File: config.mk
export PLATFORM = sky130hd
export DESIGN_NAME = rect_blit_rgb565_engine_unit
export DESIGN_NICKNAME = d
export VERILOG_FILES = /design/src/hw/rtl/rbe_pkg.sv /design/src/hw/rtl/rbe_queue.sv /design/src/hw/rtl/rbe_front.sv /design/src/hw/rtl/rbe_back.sv /design/src/hw/rtl/rect_blit_rgb565_engine_unit.sv
export SDC_FILE = /design/constraint.sdc
export NUM_CORES = 2
export LEC_CHECK = 0
export ABC_AREA = 1
export BUFFER_PORTS_ARGS = -buffer_cell sky130_fd_sc_hd__buf_2
export CAP_MARGIN = 20
export CORE_ASPECT_RATIO = 1.4
export CORE_MARGIN = 4
export CORE_UTILIZATION = 30
export CTS_BUF_LIST = sky130_fd_sc_hd__clkbuf_16
export DETAILED_ROUTE_END_ITERATION = 12
export GPL_TIMING_DRIVEN = 1
export PLACE_DENSITY = 0.57
export SETUP_SLACK_MARGIN = 0.1
export SLEW_MARGIN = 20
export SYNTH_ARGS = -nofsm -noshare
export SYNTH_HDL_FRONTEND = slang
export SYNTH_HIERARCHICAL = 1
export SYNTH_SLANG_ARGS = --single-unit
export TNS_END_PERCENT = 100
File: constraint.sdc
create_clock -name clock -period 6.25 [get_ports clock]
set_clock_uncertainty 0.15 [all_clocks]
set_input_delay 0.3125 -clock clock [delete_from_list [all_inputs] [get_ports clock]]
set_output_delay 0.3125 -clock clock [all_outputs]
set_load 0.03 [all_outputs]
File: src/hw/rtl/rbe_pkg.sv
// ----------------------------------------------------------------------------
// rbe_pkg
// Shared types, codes and pixel conversions of the rectangle blit engine.
// ----------------------------------------------------------------------------
package rbe_pkg;

   localparam logic [1:0] OP_START     = 2'd0;
   localparam logic [1:0] OP_ADVANCE   = 2'd1;
   localparam logic [1:0] OP_READ_DATA = 2'd2;

   localparam logic [1:0] MODE_FILL = 2'd0;
   localparam logic [1:0] MODE_S2H  = 2'd1;
   localparam logic [1:0] MODE_H2S  = 2'd2;
   localparam logic [1:0] MODE_S2S  = 2'd3;

   localparam logic REGION_FB   = 1'b0;
   localparam logic REGION_HOST = 1'b1;

   localparam int CSR_INDEX_BITS = 3;
   localparam logic [CSR_INDEX_BITS-1:0] CSR_BLIT_MODE     = 3'd0;
   localparam logic [CSR_INDEX_BITS-1:0] CSR_SOURCE_ORIGIN = 3'd1;
   localparam logic [CSR_INDEX_BITS-1:0] CSR_DEST_ORIGIN   = 3'd2;
   localparam logic [CSR_INDEX_BITS-1:0] CSR_EXTENT        = 3'd3;
   localparam logic [CSR_INDEX_BITS-1:0] CSR_HOST_PITCH    = 3'd4;
   localparam logic [CSR_INDEX_BITS-1:0] CSR_FILL_COLOR    = 3'd5;
   localparam logic [CSR_INDEX_BITS-1:0] CSR_SCREEN_WIDTH  = 3'd6;

   localparam logic [15:0] SCREEN_WIDTH_RESET = 16'd640;

   typedef struct packed {
      logic [1:0]  blit_mode;
      logic [31:0] source_origin;
      logic [31:0] dest_origin;
      logic [31:0] extent;
      logic [19:0] host_pitch;
      logic [31:0] fill_color;
      logic [15:0] screen_width;
   } cfg_type;

   typedef struct packed {
      logic        region;
      logic        is_write;
      logic        last;
      logic [31:0] write_data;
   } desc_ctl_type;

   typedef struct packed {
      logic        target_region;
      logic [31:0] byte_offset;
      logic        is_write;
      logic [31:0] write_data;
      logic        last_request;
   } rsp_type;

   function automatic logic [31:0] to_bgrx(input logic [15:0] p);
      return {8'h00, p[15:11], 3'b000, p[10:5], 2'b00, p[4:0], 3'b000};
   endfunction

   function automatic logic [31:0] to_565(input logic [31:0] p);
      return {16'h0000, p[23:19], p[15:10], p[7:3]};
   endfunction

endpackage

File: src/hw/rtl/rbe_queue.sv
// ----------------------------------------------------------------------------
// rbe_queue
// Small register FIFO with push/full and pop/empty sides.
// ----------------------------------------------------------------------------
module rbe_queue #(
   parameter int WIDTH = 8,
   parameter int DEPTH = 4
) (
   input  logic             clock,
   input  logic             reset,
   input  logic             push,
   input  logic [WIDTH-1:0] push_data,
   output logic             full,
   input  logic             pop,
   output logic [WIDTH-1:0] pop_data,
   output logic             empty
);
   localparam int PTR_BITS = (DEPTH > 1) ? $clog2(DEPTH) : 1;
   localparam int CNT_BITS = $clog2(DEPTH + 1);

   logic [WIDTH-1:0]    mem_ff [DEPTH];
   logic [PTR_BITS-1:0] wr_ptr_ff, wr_ptr_in;
   logic [PTR_BITS-1:0] rd_ptr_ff, rd_ptr_in;
   logic [CNT_BITS-1:0] count_ff, count_in;
   logic                wr_en;
   logic                rd_en;

   assign full     = (count_ff == CNT_BITS'(DEPTH));
   assign empty    = (count_ff == '0);
   assign wr_en    = push && !full;
   assign rd_en    = pop && !empty;
   assign pop_data = mem_ff[rd_ptr_ff];

   always_comb begin
      wr_ptr_in = wr_ptr_ff;
      rd_ptr_in = rd_ptr_ff;
      if (wr_en) begin
         wr_ptr_in = (wr_ptr_ff == PTR_BITS'(DEPTH - 1)) ? '0 : wr_ptr_ff + 1'b1;
      end
      if (rd_en) begin
         rd_ptr_in = (rd_ptr_ff == PTR_BITS'(DEPTH - 1)) ? '0 : rd_ptr_ff + 1'b1;
      end
      count_in = count_ff + CNT_BITS'(wr_en) - CNT_BITS'(rd_en);
   end

   always_ff @(posedge clock) begin
      if (wr_en) begin
         mem_ff[wr_ptr_ff] <= push_data;
      end
   end

   always_ff @(posedge clock) begin
      if (reset) begin
         wr_ptr_ff <= '0;
         rd_ptr_ff <= '0;
         count_ff  <= '0;
      end else begin
         wr_ptr_ff <= wr_ptr_in;
         rd_ptr_ff <= rd_ptr_in;
         count_ff  <= count_in;
      end
   end

endmodule

File: src/hw/rtl/rbe_front.sv
// ----------------------------------------------------------------------------
// rbe_front
// Blit sequencer: decodes transactions, walks the rectangle and emits one
// request descriptor per issuing advance.
// ----------------------------------------------------------------------------
module rbe_front #(
   parameter int COORD_BITS = 16
) (
   input  logic                  clock,
   input  logic                  reset,
   input  rbe_pkg::cfg_type      cfg,
   input  logic                  accept,
   input  logic [1:0]            operation,
   input  logic [31:0]           read_data,
   output logic                  desc_valid,
   output rbe_pkg::desc_ctl_type desc_ctl,
   output logic [COORD_BITS:0]   desc_x,
   output logic [COORD_BITS:0]   desc_y
);
   import rbe_pkg::*;

   localparam int C = COORD_BITS;

   logic         busy_ff, busy_in;
   logic         awaiting_ff, awaiting_in;
   logic         ready_ff, ready_in;
   logic [31:0]  latch_ff, latch_in;
   logic [C-1:0] row_ff, row_in;
   logic [C-1:0] col_ff, col_in;

   logic [C-1:0] w, h, sx, sy, dx, dy;
   logic [C-1:0] roff, coff, col_next, row_next;
   logic [C:0]   srx, sry, drx, dry;
   logic [1:0]   mode;

   assign mode = cfg.blit_mode;
   assign w    = cfg.extent[C-1:0];
   assign h    = cfg.extent[16 +: C];
   assign sx   = cfg.source_origin[C-1:0];
   assign sy   = cfg.source_origin[16 +: C];
   assign dx   = cfg.dest_origin[C-1:0];
   assign dy   = cfg.dest_origin[16 +: C];

   // h + ~row is h - 1 - row
   assign roff = (mode != MODE_S2H && dy > sy) ? h + ~row_ff : row_ff;
   assign coff = (mode == MODE_S2S && dy == sy && dx > sx) ? w + ~col_ff : col_ff;

   assign srx = {1'b0, sx} + {1'b0, coff};
   assign sry = {1'b0, sy} + {1'b0, roff};
   assign drx = {1'b0, dx} + {1'b0, coff};
   assign dry = {1'b0, dy} + {1'b0, roff};

   assign col_next = col_ff + 1'b1;
   assign row_next = row_ff + 1'b1;

   always_comb begin
      busy_in     = busy_ff;
      awaiting_in = awaiting_ff;
      ready_in    = ready_ff;
      latch_in    = latch_ff;
      row_in      = row_ff;
      col_in      = col_ff;
      desc_valid  = 1'b0;
      desc_ctl    = '0;
      desc_x      = '0;
      desc_y      = '0;
      if (accept) begin
         case (operation)
            OP_START: begin
               busy_in     = (w != '0) && (h != '0);
               awaiting_in = 1'b0;
               ready_in    = 1'b0;
               row_in      = '0;
               col_in      = '0;
            end
            OP_READ_DATA: begin
               if (busy_ff && awaiting_ff) begin
                  latch_in    = read_data;
                  awaiting_in = 1'b0;
                  ready_in    = 1'b1;
               end
            end
            OP_ADVANCE: begin
               if (busy_ff && !awaiting_ff) begin
                  if (row_ff >= h || col_ff >= w) begin
                     // extent shrank under a running blit
                     busy_in  = 1'b0;
                     ready_in = 1'b0;
                  end else begin
                     desc_valid = 1'b1;
                     if (mode != MODE_FILL && !ready_ff) begin
                        desc_ctl.region   = (mode == MODE_H2S) ? REGION_HOST : REGION_FB;
                        desc_ctl.is_write = 1'b0;
                        desc_x            = srx;
                        desc_y            = sry;
                        awaiting_in       = 1'b1;
                     end else begin
                        desc_ctl.is_write = 1'b1;
                        desc_x            = drx;
                        desc_y            = dry;
                        case (mode)
                           MODE_S2H: begin
                              desc_ctl.region     = REGION_HOST;
                              desc_ctl.write_data = to_bgrx(latch_ff[15:0]);
                           end
                           MODE_FILL: begin
                              desc_ctl.region     = REGION_FB;
                              desc_ctl.write_data = to_565(cfg.fill_color);
                           end
                           MODE_H2S: begin
                              desc_ctl.region     = REGION_FB;
                              desc_ctl.write_data = to_565(latch_ff);
                           end
                           default: begin
                              desc_ctl.region     = REGION_FB;
                              desc_ctl.write_data = {16'h0000, latch_ff[15:0]};
                           end
                        endcase
                        ready_in = 1'b0;
                        if (col_next >= w) begin
                           col_in = '0;
                           row_in = row_next;
                           if (row_next >= h) begin
                              busy_in       = 1'b0;
                              desc_ctl.last = 1'b1;
                           end
                        end else begin
                           col_in = col_next;
                        end
                     end
                  end
               end
            end
            default: begin
            end
         endcase
      end
   end

   always_ff @(posedge clock) begin
      latch_ff <= latch_in;
   end

   always_ff @(posedge clock) begin
      if (reset) begin
         busy_ff     <= 1'b0;
         awaiting_ff <= 1'b0;
         ready_ff    <= 1'b0;
         row_ff      <= '0;
         col_ff      <= '0;
      end else begin
         busy_ff     <= busy_in;
         awaiting_ff <= awaiting_in;
         ready_ff    <= ready_in;
         row_ff      <= row_in;
         col_ff      <= col_in;
      end
   end

`ifndef SYNTH
   last_is_write: assert property (@(posedge clock) disable iff (reset)
      desc_valid && desc_ctl.last |-> desc_ctl.is_write)
      else $error("last flag on a read request");

   read_sets_wait: assert property (@(posedge clock) disable iff (reset)
      desc_valid && !desc_ctl.is_write |=> awaiting_ff)
      else $error("read issued without waiting for data");

   last_ends_blit: assert property (@(posedge clock) disable iff (reset)
      desc_valid && desc_ctl.last |=> !busy_ff)
      else $error("blit still busy after last write");

   wait_needs_busy: assert property (@(posedge clock) disable iff (reset)
      awaiting_ff |-> busy_ff)
      else $error("waiting for read data while idle");
`endif

endmodule

File: src/hw/rtl/rbe_back.sv
// ----------------------------------------------------------------------------
// rbe_back
// Address stage: multiplies row by pitch, adds column, and queues results.
// ----------------------------------------------------------------------------
module rbe_back #(
   parameter int COORD_BITS = 16,
   parameter int QUEUE_DEPTH = 4
) (
   input  logic                  clock,
   input  logic                  reset,
   input  rbe_pkg::cfg_type      cfg,
   input  logic                  mid_empty,
   output logic                  mid_pop,
   input  rbe_pkg::desc_ctl_type mid_ctl,
   input  logic [COORD_BITS:0]   mid_x,
   input  logic [COORD_BITS:0]   mid_y,
   input  logic                  rsp_pop,
   output logic                  rsp_empty,
   output rbe_pkg::rsp_type      rsp
);
   import rbe_pkg::*;

   localparam int RSP_WIDTH = $bits(rsp_type);

   logic                  s1_valid_ff, s1_valid_in;
   desc_ctl_type          s1_ctl_ff;
   logic [COORD_BITS:0]   s1_x_ff;
   logic [31:0]           s1_prod_ff;
   logic [19:0]           factor;
   logic [31:0]           prod;
   logic                  s1_load;
   logic                  out_full;
   rsp_type               out_item;
   logic [RSP_WIDTH-1:0]  out_bits;

   assign factor      = (mid_ctl.region == REGION_HOST) ? cfg.host_pitch
                                                        : {4'h0, cfg.screen_width};
   assign prod        = 32'(mid_y) * 32'(factor);
   assign s1_load     = !s1_valid_ff || !out_full;
   assign mid_pop     = s1_load && !mid_empty;
   assign s1_valid_in = s1_load ? !mid_empty : s1_valid_ff;

   always_comb begin
      out_item.target_region = s1_ctl_ff.region;
      out_item.is_write      = s1_ctl_ff.is_write;
      out_item.write_data    = s1_ctl_ff.write_data;
      out_item.last_request  = s1_ctl_ff.last;
      if (s1_ctl_ff.region == REGION_HOST) begin
         out_item.byte_offset = s1_prod_ff + (32'(s1_x_ff) << 2);
      end else begin
         out_item.byte_offset = (s1_prod_ff + 32'(s1_x_ff)) << 1;
      end
   end

   always_ff @(posedge clock) begin
      if (mid_pop) begin
         s1_ctl_ff  <= mid_ctl;
         s1_x_ff    <= mid_x;
         s1_prod_ff <= prod;
      end
   end

   always_ff @(posedge clock) begin
      if (reset) begin
         s1_valid_ff <= 1'b0;
      end else begin
         s1_valid_ff <= s1_valid_in;
      end
   end

   rbe_queue #(
      .WIDTH (RSP_WIDTH),
      .DEPTH (QUEUE_DEPTH)
   ) u_rsp_queue (
      .clock     (clock),
      .reset     (reset),
      .push      (s1_valid_ff),
      .push_data (out_item),
      .full      (out_full),
      .pop       (rsp_pop),
      .pop_data  (out_bits),
      .empty     (rsp_empty)
   );

   assign rsp = rsp_type'(out_bits);

endmodule

File: src/hw/rtl/rect_blit_rgb565_engine_unit.sv
// ----------------------------------------------------------------------------
// rect_blit_rgb565_engine_unit
// Rectangle blit engine for an RGB565 frame buffer: fill, screen to host,
// host to screen and screen to screen, one memory request per issuing advance.
// ----------------------------------------------------------------------------
// Usage:
//  csr_*  : register writes, always ready; write only while no blit results
//           are outstanding.
//  req_*  : transactions (start, advance, read data). Accepted when req_push
//           is high and req_full is low; one transaction per cycle while req_full is low.
//  rsp_*  : memory requests, oldest first while rsp_empty is low; taken with
//           rsp_pop.
//  Path: a request from the advance that issues it passes through the
//  descriptor queue, multiply register and result queue to reach rsp_*.
//  Throughput: one transaction per cycle while req_full is low; the sequencer
//  updates its counters per transaction; address path: two-register pipeline.
//  Stall: when rsp_pop stays low the result queue, the multiply stage and the
//  descriptor queue fill, then req_full rises; nothing is dropped.
//  Reset: queues empty, engine idle, registers at reset values (screen
//  width 640).
// ----------------------------------------------------------------------------
module rect_blit_rgb565_engine_unit #(
   parameter int COORD_BITS  = 16,
   parameter int QUEUE_DEPTH = 4
) (
   input  logic                               clock,
   input  logic                               reset,
   input  logic                               csr_valid,
   output logic                               csr_ready,
   input  logic [rbe_pkg::CSR_INDEX_BITS-1:0] csr_index,
   input  logic [31:0]                        csr_data,
   input  logic                               req_push,
   output logic                               req_full,
   input  logic [1:0]                         req_operation,
   input  logic [31:0]                        req_read_data,
   output logic                               rsp_empty,
   input  logic                               rsp_pop,
   output logic                               rsp_target_region,
   output logic [31:0]                        rsp_byte_offset,
   output logic                               rsp_is_write,
   output logic [31:0]                        rsp_write_data,
   output logic                               rsp_last_request
);
   import rbe_pkg::*;

   localparam int CTL_WIDTH = $bits(desc_ctl_type);
   localparam int MID_WIDTH = CTL_WIDTH + 2 * (COORD_BITS + 1);

   cfg_type               cfg_ff, cfg_in;
   logic                  accept;
   logic                  desc_valid;
   desc_ctl_type          desc_ctl;
   logic [COORD_BITS:0]   desc_x, desc_y;
   logic                  mid_full, mid_empty, mid_pop;
   logic [MID_WIDTH-1:0]  mid_bits;
   desc_ctl_type          mid_ctl;
   logic [COORD_BITS:0]   mid_x, mid_y;
   rsp_type               rsp;

   assign csr_ready = 1'b1;
   assign req_full  = mid_full;
   assign accept    = req_push && !req_full;

   always_comb begin
      cfg_in = cfg_ff;
      if (csr_valid && csr_ready) begin
         case (csr_index)
            CSR_BLIT_MODE:     cfg_in.blit_mode     = csr_data[1:0];
            CSR_SOURCE_ORIGIN: cfg_in.source_origin = csr_data;
            CSR_DEST_ORIGIN:   cfg_in.dest_origin   = csr_data;
            CSR_EXTENT:        cfg_in.extent        = csr_data;
            CSR_HOST_PITCH:    cfg_in.host_pitch    = csr_data[19:0];
            CSR_FILL_COLOR:    cfg_in.fill_color    = csr_data;
            CSR_SCREEN_WIDTH:  cfg_in.screen_width  = csr_data[15:0];
            default: begin
            end
         endcase
      end
   end

   always_ff @(posedge clock) begin
      if (reset) begin
         cfg_ff <= '{blit_mode: MODE_FILL, source_origin: 32'h0, dest_origin: 32'h0,
                     extent: 32'h0, host_pitch: 20'h0, fill_color: 32'h0,
                     screen_width: SCREEN_WIDTH_RESET};
      end else begin
         cfg_ff <= cfg_in;
      end
   end

   rbe_front #(
      .COORD_BITS (COORD_BITS)
   ) u_front (
      .clock      (clock),
      .reset      (reset),
      .cfg        (cfg_ff),
      .accept     (accept),
      .operation  (req_operation),
      .read_data  (req_read_data),
      .desc_valid (desc_valid),
      .desc_ctl   (desc_ctl),
      .desc_x     (desc_x),
      .desc_y     (desc_y)
   );

   rbe_queue #(
      .WIDTH (MID_WIDTH),
      .DEPTH (QUEUE_DEPTH)
   ) u_mid_queue (
      .clock     (clock),
      .reset     (reset),
      .push      (desc_valid),
      .push_data ({desc_ctl, desc_x, desc_y}),
      .full      (mid_full),
      .pop       (mid_pop),
      .pop_data  (mid_bits),
      .empty     (mid_empty)
   );

   assign mid_ctl = desc_ctl_type'(mid_bits[MID_WIDTH-1 -: CTL_WIDTH]);
   assign mid_x   = mid_bits[2*COORD_BITS+1 -: COORD_BITS+1];
   assign mid_y   = mid_bits[COORD_BITS:0];

   rbe_back #(
      .COORD_BITS  (COORD_BITS),
      .QUEUE_DEPTH (QUEUE_DEPTH)
   ) u_back (
      .clock     (clock),
      .reset     (reset),
      .cfg       (cfg_ff),
      .mid_empty (mid_empty),
      .mid_pop   (mid_pop),
      .mid_ctl   (mid_ctl),
      .mid_x     (mid_x),
      .mid_y     (mid_y),
      .rsp_pop   (rsp_pop),
      .rsp_empty (rsp_empty),
      .rsp       (rsp)
   );

   assign rsp_target_region = rsp.target_region;
   assign rsp_byte_offset   = rsp.byte_offset;
   assign rsp_is_write      = rsp.is_write;
   assign rsp_write_data    = rsp.write_data;
   assign rsp_last_request  = rsp.last_request;

`ifndef SYNTH
   last_on_write: assert property (@(posedge clock) disable iff (reset)
      !rsp_empty && rsp_last_request |-> rsp_is_write)
      else $error("last flag on a read request");

   read_has_no_data: assert property (@(posedge clock) disable iff (reset)
      !rsp_empty && !rsp_is_write |-> rsp_write_data == 32'h0)
      else $error("read request carries write data");

   stalled_rsp_holds: assert property (@(posedge clock) disable iff (reset)
      !rsp_empty && !rsp_pop |=> !rsp_empty && $stable(rsp_byte_offset))
      else $error("pending request changed while stalled");
`endif

endmodule
# Word-level counts from Yosys, hierarchy flattened

Memories as Yosys holds them, arrays and structs flattened. A register that Yosys moved wholly into a read port is not among the register bits.
Index checks and enable logic that the tools add are counted.

Bits in registers: 316
Output and inout bits: 70
Memories kept: 2
Memory bits (writable): 544
Word-level logic and storage cells: 195
Bits in read-only memories: 0
Input bits: 74
Bits in latches: 0

Add/sub/neg operators: 18
Reduce and logical (&&, ||, !) cells: 45
Bitwise logic cells: 2
Magnitude comparators: 6
Equality and inequality tests: 28
Divide/modulo/power cells: 0
Shift operators: 0
Muxes and demuxes: 67
Multipliers: 1

Memories:

| memory                    | depth | width | read ports | clocked after Yosys merged registers in | wr ports | line            | source |
|---|---|---|---|---|---|---|---|
| u_mid_queue.mem_ff        | 4     | 69    | 1          | 1                                       | 1        | rbe_queue.sv:21 | `logic [WIDTH-1:0] mem_ff [DEPTH];` |
| u_back.u_rsp_queue.mem_ff | 4     | 67    | 1          | 1                                       | 1        | rbe_queue.sv:21 |  |

Operator list:

| operator                                                        | count |
|---|---|
| 17-bit 2-to-1 mux                                               | 10 |
| 16-bit 2-to-1 mux                                               | 10 |
| 35-bit 2-to-1 mux                                               | 4 |
| 24-bit one-hot mux with 3 select lines                          | 1 |
| 16-bit by 16-bit adder with 17-bit output                       | 4 |
| 16-bit greater-or-equal comparator                              | 4 |
| 16-bit one-hot mux with 2 select lines                          | 2 |
| 33-bit 2-to-1 mux                                               | 1 |
| 16-bit by 1-bit adder with 16-bit output, second input constant | 2 |
| 16-bit adder                                                    | 2 |
| 32-bit by 19-bit adder with 32-bit output                       | 1 |
| 16-bit > comparator                                             | 2 |
| 17-bit by 20-bit multiplier with 32-bit output                  | 1 |
| 32-bit 2-to-1 mux                                               | 1 |
| 16-bit inverter                                                 | 2 |
| 16-bit nonzero test                                             | 2 |
| 31-bit by 17-bit adder with 31-bit output                       | 1 |
| 1-bit 2-to-1 mux                                                | 25 |
| 20-bit 2-to-1 mux                                               | 1 |
| 2-bit 2-to-1 mux                                                | 9 |
| 6-bit AND reduction                                             | 3 |
| 16-bit equality test                                            | 1 |
| 3-bit equality test, second input constant                      | 5 |
| 2-bit equality test, second input constant                      | 7 |
| other kinds (22)                                                | 66 |

# Longest topological paths before layout

Word-level depth: 10
Gate-level depth with buffers: 36
Mapped depth without buffers: 31

# By module

The synthesis kept the hierarchy.

Modules (own cells, without submodules):

| module                         | instances | sequential area each (µm²) | cells each | area each (µm²) |
|---|---|---|---|---|
| rbe_back                       | 1         | 2542.4                     | 2328       | 17083.9 |
| rbe_queue (u_mid_queue)        | 1         | 8468.1                     | 734        | 10732.8 |
| rbe_queue (u_back.u_rsp_queue) | 1         | 8227.9                     | 715        | 10448.8 |
| rbe_front                      | 1         | 1331.3                     | 1565       | 9804.4 |
| rect_blit_rgb565_engine_unit   | 1         | 3323.2                     | 955        | 6553.8 |

# Worst setup path after synthesis

No wires, ideal clock.

Path type: register -> register
Start point: register (tool-made name)
End point: register u_back.s1_prod_ff[30], data pin
Data arrival time: 6.347 ns
Clock period less this slack: 6.751 ns
Path buffers: 5
Cell stages (with the launch flop): 31
Path slack: -0.501 ns
Path through: dfxtp_1 -> buf_6 -> inv_4 -> buf_6 -> buf_6 -> nor2_1 -> o22ai_1 -> inv_1 -> clkbuf_1 -> or2_2 -> o21ai_0 -> buf_2 -> nor2_1 -> fa_1 -> inv_1 -> fa_1 -> inv_1 -> fa_1 -> fa_1 -> fa_1 -> inv_1 -> fa_1 -> inv_1 -> ha_1 -> nand2_1 -> o21ai_0 -> inv_1 -> o21ai_0 -> nand2_1 -> nand4_1 -> nand2_1

RTL lines:

| what                 | line           | source |
|---|---|---|
| end signal, assigned | rbe_back.sv:59 | `s1_prod_ff <= prod;` |
| end, declared        | rbe_back.sv:28 | `logic [31:0] s1_prod_ff;` |

==> out/qor_table.md <==
| Item | Reported | Unit |
|:---|:---|:---|
| Classification of the worst setup path | reg2reg | - |
| Unrepaired setup endpoints after global routing | yes | - |
| Maximum clock path buffer count | 3 | - |
| Top achievable clock speed | 156.6 | MHz |
| Tmin final | 6.387 | ns |
| Routability congestion estimate from global placement | 0.9511 | - |
| Maximum number of pins on one net before global-route repair | 135 | - |
| Area of the die | 0.1871 | sq mm |
| Area taken by flip-flops and latches | 0.02358 | sq mm |
| Slowest cell on the critical path | sky130_fd_sc_hd__fa_1 | - |
| Routed WL per cell | 18.06 | um |
| Overall global routing resource usage | 0.1702 | - |
| Final wirelength | 161700 | um |
| Final net count | 7198 | - |
| Highest-count cells in the layout ignoring fill and taps | sky130_fd_sc_hd__nand2_1, sky130_fd_sc_hd__nor2_1, sky130_fd_sc_hd__inv_1 | - |
| Clock H-tree levels | 3 | - |
| Input/output buffers | 131 | - |
| Max_slew headroom | 0.2813 | - |
| DIE WIDTH | 366.7 | um |
| Final count of pins violating max slew | 0 | - |
| Post-Synthesis Mean Instance Area | 8.693 | sq um |
| Number of detailed-route iterations in the first pass | 7 | - |
| Initial antenna violation count | 11 | - |
| Remaining routing DRC violations | 0 | - |
| Clock slew at the register clock pins of the worst setup and hold paths | 0.06 | ns |
| Combined area of all synthesized cells | 0.05404 | sq mm |
| DIE HEIGHT | 510.2 | um |
| Critical Path AT | 6.70 | ns |
| Crit-path max cell delay | 0.53 | ns |
| Final ANT Viol Nets | 0 | - |
| Signed area change from the synthesized netlist to the final layout | 17.16 | % |
| Placeable core region | 0.1793 | sq mm |
| Number of rows in the core area | 184 | - |
| Number of vias after detailed routing | 42669 | - |
| Worst min-delay path class | in2reg | - |
| Clock root buffer | sky130_fd_sc_hd__clkbuf_16 | - |
| # Max-Cap Violations | 0 | - |
| Final period utilization | 1.022 | - |
| Detailed Route Iter0 Violations | 2731 | - |
| Wire length of the first global-routing pass | 250100 | um |
| Least-Margin Pin Slew | 1.078 | ns |
| Num CTS Buffers | 90 | - |
| Most frequent cell on the critical path | sky130_fd_sc_hd__fa_1 | - |
| Per-cell via count in the routed design | 4.764 | - |
| Starting Density | 0.3013 | - |
| Crit path max-delay family | adder cells | - |
| Violations in the final reports | negative setup slack | - |
| Clock latency on the worst-skew pair | 0.74 | ns |
| Setup tns final | -1.229 | ns |
| Total area of multi-input combinational cells | 0.02687 | sq mm |
| Number of inserted filler cells in the final layout | 18241 | - |
| HPWL after DPL | 122100 | um |
| Final setup violating endpoints | 16 | - |
| Yosys warning total | 6 | - |
| I/O pins | 144 | - |
| Kind of end point of the critical path | register | - |
| Post-layout worst setup margin | -0.1370 | ns |
| Result of the run | complete, but fails checks | - |
| Sum of buffers and inverters on the critical path | 10 | - |
| CP max FO | 16 | - |
| Clock tree from TritonCTS | done | - |
| Critical path startpoint category | register | - |
| Final Hold Viols | 0 | - |
| Final global-route overflow total | 0 | - |
| Number of global-route vias before repair | 43390 | - |
| Synthesized netlist cell count | 6217 | - |
| Sink count of the clock tree | 853 | - |
| Most common library cell in the layout ignoring fill and taps | sky130_fd_sc_hd__nand2_1 | - |
| Required time worst endpoint | 6.56 | ns |
| Fraction of final layout cells with drive strength greater than 1 | 0.1301 | - |
path summary, 6_finish.rpt:
kind / from / endpoint / slack, ns / depth (start not counted)
max: register / u_back/s1_prod_ff[28]$_DFFE_PP_ / -0.14 / 27
min: csr_data[5] / cfg_ff[137]$_SDFFE_PP0P_ / 0.08 / 5
max reg2reg: register / u_back/s1_prod_ff[28]$_DFFE_PP_ / -0.14 / 27
min reg2reg: cfg_ff[2]$_SDFFE_PP0P_ / cfg_ff[2]$_SDFFE_PP0P_ / 0.33 / 2
state kept, by name, indices dropped and copies added (netlist names), 17 cells and up, named ones only:
| name | cells |
|---|---|
| u_back/s1_x_ff | 17 |
| u_back/out_item | 35 |
| u_mid_queue/mem_ff | 276 |
| cfg_ff | 150 |
| u_back/u_rsp_queue/mem_ff | 268 |
| u_back/s1_prod_ff | 32 |
| u_front/latch_ff | 21 |
layer usage:
metal  track usage  share of wire  vias up
met5             0        0.00018        -
met4       0.07622          0.048        6
li1              -              -    20853
met1        0.1995           0.41    20421
met2        0.3114           0.50     1063
met3       0.02066          0.041      326
what timing repair did:
action / CTS / global route
resized for setup: 54 / 50
pin swaps: 24 / 31
hold buffers: 53 / 0
endpoints found under the setup margin: 22 / 22
gates cloned: 1 / 0
hold endpoints to repair: 102 / 0
buffers inserted: 16 / 8
worst reg2reg max path: stages, from the launching register on:
cell                         delay [ns]
sky130_fd_sc_hd__dfxtp_4           0.39
sky130_fd_sc_hd__inv_4             0.07
sky130_fd_sc_hd__o21ai_4           0.16
sky130_fd_sc_hd__o22ai_4           0.11
sky130_fd_sc_hd__buf_12            0.17
sky130_fd_sc_hd__or2_2             0.32
sky130_fd_sc_hd__nand2_4           0.08
sky130_fd_sc_hd__clkinvlp_4        0.22
sky130_fd_sc_hd__buf_6             0.19
sky130_fd_sc_hd__nand2_1           0.07
sky130_fd_sc_hd__fa_1              0.45
sky130_fd_sc_hd__fa_1              0.53
sky130_fd_sc_hd__inv_1             0.05
sky130_fd_sc_hd__fa_2              0.53
sky130_fd_sc_hd__fa_1              0.42
sky130_fd_sc_hd__fa_1              0.48
sky130_fd_sc_hd__inv_1             0.05
sky130_fd_sc_hd__fa_1              0.53
sky130_fd_sc_hd__inv_1             0.06
sky130_fd_sc_hd__ha_4              0.28
sky130_fd_sc_hd__buf_4             0.12
sky130_fd_sc_hd__nand2_4           0.05
sky130_fd_sc_hd__buf_4             0.14
sky130_fd_sc_hd__nor3_4            0.20
sky130_fd_sc_hd__buf_4             0.14
sky130_fd_sc_hd__o21ai_2           0.06
sky130_fd_sc_hd__nand4_1           0.08
sky130_fd_sc_hd__nand2_1           0.07
layout make-up:
| class | count | share of cell area |
|---|---|---|
| multi-input combinational | 4273 | 0.4244 |
| sequential | 853 | 0.3725 |
| timing repair buffer | 480 | 0.05932 |
| inverter | 860 | 0.05174 |
| tap | 2325 | 0.04595 |
| clock buffer | 91 | 0.03597 |
| clock inverter | 69 | 0.009960 |
| antenna | 5 | 0.0001976 |
per-stage QoR:
step	area, sq um	std cells	setup slack [ns]	hold slack [ns]	utilization
4_1_cts	63050	8943	-0.1568	0.02992	0.3516
6_report	63310	8956	-0.1370	0.08078	0.3530
3_3_place_gp	59230	8713	-0.3373	0.3073	0.3303
3_5_place_dp	59230	8713	-0.4034	0.3146	0.3303
5_1_grt	63300	8951	-0.3954	0.07691	0.3530
2_1_floorplan	54650	6227	0.05075	0.2316	-
Power is left out: the tool's default activity adds up to more than one toggle a clock period on the data nets, which glitch-free logic cannot reach.
